<file path="config.mk">
export PLATFORM = sky130hd
export DESIGN_NAME = trb_merge
export DESIGN_NICKNAME = d
export VERILOG_FILES = /design/src/rtl/assert_macros.svh /design/src/rtl/trb_pkg.sv /design/src/rtl/trb_merge.sv
export SDC_FILE = /design/constraint.sdc
export NUM_CORES = 1
export LEC_CHECK = 0
export BUFFER_PORTS_ARGS = -buffer_cell sky130_fd_sc_hd__buf_4
export CORE_AREA = 2 2 226 228
export DETAILED_ROUTE_END_ITERATION = 10
export DIE_AREA = 0 0 228 230
export RECOVER_POWER = 50
export SYNTH_ARGS = -nofsm -noshare
export SYNTH_HDL_FRONTEND = slang
export SYNTH_SLANG_ARGS = --single-unit
export TNS_END_PERCENT = 50
</file>
<file path="constraint.sdc">
create_clock -name vclk -period 2.3
set_input_delay 0.115 -clock vclk [all_inputs]
set_output_delay 0.115 -clock vclk [all_outputs]
set_load 0.01 [all_outputs]
</file>
<file path="src/rtl/assert_macros.svh">
// assertion helpers shared by the rtl
`ifndef ASSERT_MACROS_SVH
`define ASSERT_MACROS_SVH

// generic form: explicit clock and active-low reset
`define ASSERT_CLKRST(label, clk, rst_n, prop, msg) \
  label: assert property (@(posedge clk) disable iff (!rst_n) prop) else $error(msg);

// default form: clk_i and rst_ni of the enclosing module
`define ASSERT_STD(label, prop, msg) \
  `ASSERT_CLKRST(label, clk_i, rst_ni, prop, msg)

`endif

</file>
<file path="src/rtl/trb_pkg.sv">
`default_nettype none

package trb_pkg;

  localparam int TIME_BITS = 63;
  localparam int FILL_W    = 6;
  localparam logic [FILL_W-1:0] FILL_RESET = 6'd20;

  typedef logic [TIME_BITS-1:0] time_t;

  typedef enum logic [2:0] {
    ST_STORED   = 3'd0,
    ST_MERGED   = 3'd1,
    ST_LATE     = 3'd2,
    ST_DROPPED  = 3'd3,
    ST_RELEASED = 3'd4
  } status_e;

  typedef struct packed {
    time_t dev_time;
    logic  device_known;
    time_t request_time;
    logic  request_known;
    time_t receive_time;
    logic  receive_known;
  } in_item_t;

  typedef struct packed {
    status_e status;
    time_t   out_dev_time;
    time_t   out_request_time;
    logic    out_request_known;
    time_t   out_receive_time;
    logic    out_receive_known;
  } out_item_t;

  // one buffer entry as kept in the memory
  typedef struct packed {
    time_t dev_time;
    time_t request_time;
    time_t receive_time;
    logic  request_known;
    logic  receive_known;
  } entry_t;

endpackage

`default_nettype wire

</file>
<file path="src/rtl/trb_merge.sv">
`default_nettype none

module trb_merge (
  input  wire trb_pkg::entry_t stored_i,
  input  wire trb_pkg::entry_t incoming_i,
  output trb_pkg::entry_t      merged_o
);

  always_comb begin
    merged_o = stored_i;
    // latest request time, unknown stored time is replaced outright
    if (!stored_i.request_known) begin
      merged_o.request_time  = incoming_i.request_time;
      merged_o.request_known = incoming_i.request_known;
    end else if (incoming_i.request_known &&
                 (incoming_i.request_time > stored_i.request_time)) begin
      merged_o.request_time = incoming_i.request_time;
    end
    // earliest receive time
    if (!stored_i.receive_known) begin
      merged_o.receive_time  = incoming_i.receive_time;
      merged_o.receive_known = incoming_i.receive_known;
    end else if (incoming_i.receive_known &&
                 (incoming_i.receive_time < stored_i.receive_time)) begin
      merged_o.receive_time = incoming_i.receive_time;
    end
  end

endmodule

`default_nettype wire

</file>
==> results.py, run 1 <==
metrics = {
    "run_status": {
        "status": "complete, but fails checks",
        "violations": "negative setup slack",
    },
    "global_route": {
        "grt_usage": 0.09873,
        "grt_pass1_wl_mm": 40.16,
        "grt_pass1_vias": 6842,
        "grt_start_max_net_pins": 34,
        "grt_antenna_before_repair": 8,
        "grt_overflow_total": 0,
    },
    "placement": {
        "dp_hpwl_mm": 24.05,
        "place_congestion": 0.9345,
        "pre_cts_slack_ns": -0.6351,
        "port-buffer-count": 384,
        "place_inst": 1717,
    },
    "power_and_ir_drop": {
        "irDropWorstVdd_mv": 0.1263,
        "powerDensity_nw_per_um2": 241.1,
        "p_leak_nw": 5.666,
    },
    "detailed_routing": {
        "wl_met1_mm": 9.235,
        "postRouteWirelength_mm": 28.88,
        "met3_length_mm": 2.040,
        "top_layer": "met4",
        "routedWlPerCell_um": 16.54,
        "antenna_left": 0,
        "first_pass_iters": 4,
        "drt_iter0_drc": 149,
        "vias": 6501,
        "drc": 0,
        "met2WireLength_mm": 16.15,
        "via_per_inst": 3.723,
    },
    "critical_path": {
        "crit_arrival_ns": 2.67,
        "critPathLaunchType": "primary input",
        "critPathMaxFanout": 8,
        "worstPathRequired_ns": 2.18,
        "cp-end-kind": "output pin",
        "crit_type": "in -> out",
    },
    "hold_path": {
        "hold_path_class": "in -> out",
    },
    "die": {
        "initial_core_util": 0.1095,
        "core_um2": 49860,
        "die_h_um": 230,
        "die-area_um2": 52440,
        "dieWidth_um": 228,
        "ios": 573,
        "num_rows": 82,
    },
    "cells_and_area": {
        "areaGrowthSynthToFinish_pct": 97.87,
        "seq_cell_count": 0,
        "fill_cells": 5485,
        "drive_above_1_share": 0.6380,
        "num-nets-final": 1578,
        "finalNonFillerCells": 1746,
        "clkbuf_count": 0,
        "ff_latch_area_um2": 0,
        "fin_util": 0.2166,
    },
    "timing": {
        "slew_headroom": 0.6879,
        "setup_ws_ns": -0.4858,
        "final-setup-viol-count": 126,
        "hold_violations": 0,
        "period_needed_ns": 2.786,
        "period_share": 1.211,
        "fin_tns_setup_ns": -52.10,
        "final-max-slew-violation-count": 0,
        "max_freq_ghz": 0.3590,
        "tightestPinTransition_ns": 0.4633,
        "rsz0062_at_grt": "true",
    },
    "synth": {
        "synth-seq-area-share": 0,
        "synth_cells": 654,
        "synthTopCellsByArea": "ha_1 (29%), mux2_4 (17%), mux2_2 (13%), buf_4 (8.7%), inv_1 (8.6%)",
        "avgSynthCellArea_um2": 8.347,
        "synth.cells.most_frequent": "ha_1 (125), inv_1 (125), buf_4 (63)",
        "synthesis.area_um2": 5459,
        "synth.net_count": 1161,
        "synth.distinct_cells": 43,
        "yosysWarnings": 0,
        "synth_top_area_share": 0.2865,
        "synth.largest_area_cell": "ha_1",
    },
    "flow_run": {
        "maxCapViolations": 0,
    },
}
==> area by class of cell <==
cell class | count | area [um^2] | share of cell area
Antenna cell | 5 | 12.51 | 0.001158
Inverter | 125 | 486.7 | 0.04506
Multi-Input combinational cell | 454 | 4976 | 0.4607
Tap cell | 672 | 840.8 | 0.07784
Timing Repair Buffer | 490 | 4486 | 0.4153
==> through the flow <==
step,hold WS [ns],total power [mW],cell area (um^2)
after floorplan,0.3218,1.094,5459
after global placement,0.2301,2.034,9240
after detailed placement,0.2301,2.064,9240
after CTS,0.2301,2.391,10200
after global routing,0.2300,2.783,10800
final,0.2300,2.605,10800
==> kinds of logic after synthesis <==
group | count (synthesis) | share of synthesized area
compound gates | 102 | 0.1217
simple gates | 101 | 0.09329
mux | 126 | 0.3012
buf+inv | 200 | 0.1973
fa+ha+maj | 125 | 0.2865
==> repair_timing <==
| item | in CTS | in global routing |
|---|---|---|
| buffers inserted | 8 | 6 |
| gates cloned | 6 | 6 |
| pin swaps | 29 | 18 |
| gates resized for setup | 168 | 117 |
| hold buffers | 0 | 0 |
| setup endpoints to repair | 126 | 126 |
| endpoints found under the hold margin | 0 | 0 |
==> worst max-delay path, cell delays in order <==
cell       delay [ns]
buf_4            0.13
ha_4             0.25
nand4_1          0.15
buf_4            0.20
nor4_4           0.28
buf_4            0.16
nand4_1          0.11
a21oi_2          0.16
nor3_2           0.07
a22oi_4          0.23
buf_12           0.19
clkbuf_16        0.18
mux2_4           0.31
buf_6            0.12
==> metal layers <==
metal	track usage	vias to the layer above
li1	-	3079
met1	0.08725	2954
met2	0.2094	404
met3	0.01811	64
met4	0.04759	0
met5	0	-
==> placed cells by master (no fill, tap or decap), types with 3 or more instances in the layout <==
cell type	instances
inv_2	10
inv_4	7
nand2_1	30
a21oi_2	6
nand4_1	23
inv_1	108
a211oi_2	3
buf_16	6
o21ai_0	11
ha_1	106
clkbuf_16	5
buf_8	7
nor2b_1	4
buf_4	338
nand3_1	12
diode_2	5
buf_12	5
nor3_2	4
nor2_1	13
a21o_1	11
o21ai_1	4
a21oi_1	40
mux2_4	118
buf_6	129
a211oi_1	4
nor3_1	4
ha_4	19
mux2_2	8
==> path summary, 6_finish.rpt <==
kind,startpoint,endpoint,slack (ns),cells after the start
worst max-delay path,incoming_i[92],merged_o[89],-0.49,14
worst min-delay path,stored_i[146],merged_o[146],0.23,0
==> report_power, final <==
part / switching [mW] / total (mW) / internal, mW
combinational: 1.05 / 2.60 / 1.56
sequential: 0 / 0 / 0
clock: 0 / 0.000000294 / 0.000000294
(Power assumes the default switching activity.)
==> run 2, diff against run 1 <==
Settings changed: CELL_PAD_IN_SITES_DETAIL_PLACEMENT from default to 2, CELL_PAD_IN_SITES_GLOBAL_PLACEMENT from default to 2, CORE_AREA 2 2 226 228 to 2 2 224 226, DIE_AREA 0 0 228 230 to 0 0 226 228, PLACE_DENSITY_LB_ADDON from default to 0.1.
==> results.py, run 2 (synthesis results as in run 1) <==
metrics = {
    "power_and_ir_drop": {
        "comb_power_share": 1.000,
        "irDropWorstVdd_mv": 0.05669,
        "finalPower_mw": 2.430,
        "p_sw_mw": 0.9906,
        "seq_power_share": 0,
        "pwr-share-clk": 0,
        "swShare": 0.4076,
        "p_leak_nw": 5.380,
        "cell_internal_pwr_mw": 1.439,
        "powerDensity_nw_per_um2": 233.8,
    },
    "run_status": {
        "status": "complete, but fails checks",
        "violations": "negative setup slack",
    },
    "timing": {
        "max_freq_ghz": 0.3658,
        "period_share": 1.189,
        "final-setup-viol-count": 126,
        "rsz0062_at_grt": "true",
        "final-max-slew-violation-count": 0,
        "hold_violations": 0,
        "tightestPinTransition_ns": 0.4109,
        "slew_headroom": 0.7218,
        "setup_ws_ns": -0.4338,
        "period_needed_ns": 2.734,
    },
    "critical_path": {
        "crit_type": "in -> out",
        "crit_arrival_ns": 2.62,
        "cp-end-kind": "output pin",
        "critPathMaxFanout": 5,
        "worstPathRequired_ns": 2.18,
        "critPathLaunchType": "primary input",
    },
    "cells_and_area": {
        "drive_above_1_share": 0.6460,
        "areaGrowthSynthToFinish_pct": 90.44,
        "layout_common_cells": "buf_4 (420), inv_1 (108), ha_1 (101)",
        "insertedDiodeCount": 0,
        "fin_util": 0.2107,
        "ff_latch_area_um2": 0,
        "fill_cells": 5701,
        "multi_input_area_um2": 4812,
        "seq_cell_count": 0,
        "final_common_cell": "buf_4",
        "clkbuf_count": 0,
        "num-nets-final": 1588,
    },
    "placement": {
        "dp_hpwl_mm": 26.28,
        "place_congestion": 0.7458,
        "pre_cts_slack_ns": -0.5858,
        "port-buffer-count": 384,
    },
    "die": {
        "initial_core_util": 0.1106,
        "ios": 573,
        "dieWidth_um": 226,
        "die-area_um2": 51530,
        "num_rows": 82,
        "die_h_um": 228,
        "core_um2": 49350,
    },
    "global_route": {
        "grt_overflow_total": 0,
        "grt_start_max_net_pins": 28,
        "grt_usage": 0.1067,
        "grt_antenna_before_repair": 1,
        "grt_pass1_wl_mm": 42.91,
        "grt_pass1_vias": 7142,
    },
    "detailed_routing": {
        "via_per_inst": 3.595,
        "routedWlPerCell_um": 16.77,
        "drt_iter0_drc": 109,
        "antenna_left": 0,
        "vias": 6295,
        "first_pass_iters": 4,
        "postRouteWirelength_mm": 29.36,
        "drc": 0,
    },
    "hold_path": {
        "hold_path_class": "in -> out",
    },
    "clocking": {
        "hold_buffers": 0,
    },
    "flow_run": {
        "maxCapViolations": 0,
    },
}
[run 2: cell types whose count changed in the layout (fill, tap and decap cells not counted), moves of 3 or more]
cell     previous run  this run
a21oi_1            40        37
a21oi_2             6         9
buf_4             338       420
buf_6             129        60
diode_2             5         0
ha_1              106       101
ha_4               19        24
mux2_2              8        63
mux2_4            118        63
[run 2: stage by stage]
step / cells / setup TNS (ns) / area [um^2] / hold slack, ns
after CTS: 1748 / -44.22 / 10200 / 0.2301
after detailed placement: 1734 / -59.72 / 9368 / 0.2301
after floorplan: 654 / 0 / 5459 / 0.3218
final: 1751 / -37.52 / 10400 / 0.2300
after global routing: 1751 / -55.36 / 10400 / 0.2300
after global placement: 1734 / -60.06 / 9368 / 0.2301
[run 2: worst max-delay path: stages]
cell and delay, ns:
buf_8 0.08, inv_4 0.03, ha_4 0.25, nand4_1 0.18, buf_4 0.19, buf_4 0.13, a211oi_1 0.20, or3_4 0.19
a41oi_2 0.11, a22oi_4 0.27, buf_12 0.19, buf_12 0.13, buf_16 0.12, mux2_4 0.30, buf_6 0.12
[run 2: per-layer routing]
layer | global-route usage | part of all wire | wire (um) | up-vias
met3 | 0.03632 | 0.10 | 2962 | 18
met4 | 0.003518 | 0.0038 | 112 | 2
li1 | - | - | - | 3086
met1 | 0.1230 | 0.40 | 11760 | 2899
met2 | 0.1981 | 0.49 | 14510 | 290
met5 | 0 | 0.00041 | 12 | -
[run 2: worst paths after layout]
check,from,to,cells after the start
max,stored_i[95],merged_o[88],15
min,stored_i[135],merged_o[135],0
[run 2: layout make-up]
cell class                      instances  share of cell area
Multi-Input combinational cell        454              0.4629
Inverter                              125             0.04658
Tap cell                              672             0.08088
Timing Repair Buffer                  500              0.4097
[run 2: repair_timing]
action                                  CTS  global route
setup buffers                             9             2
resized for setup                       131            30
endpoints found under the setup margin  126           126
gates cloned                              5             3
pin swaps                                22            16
[run 2: power by group through the flow]
stage,clock (mW),sequential [mW],combinational [mW]
after floorplan,0,0,1.09
after global placement,0,0,2.14
after detailed placement,0,0,2.15
after CTS,0,0,2.43
after global routing,0,0,2.67
final,0,0,2.43
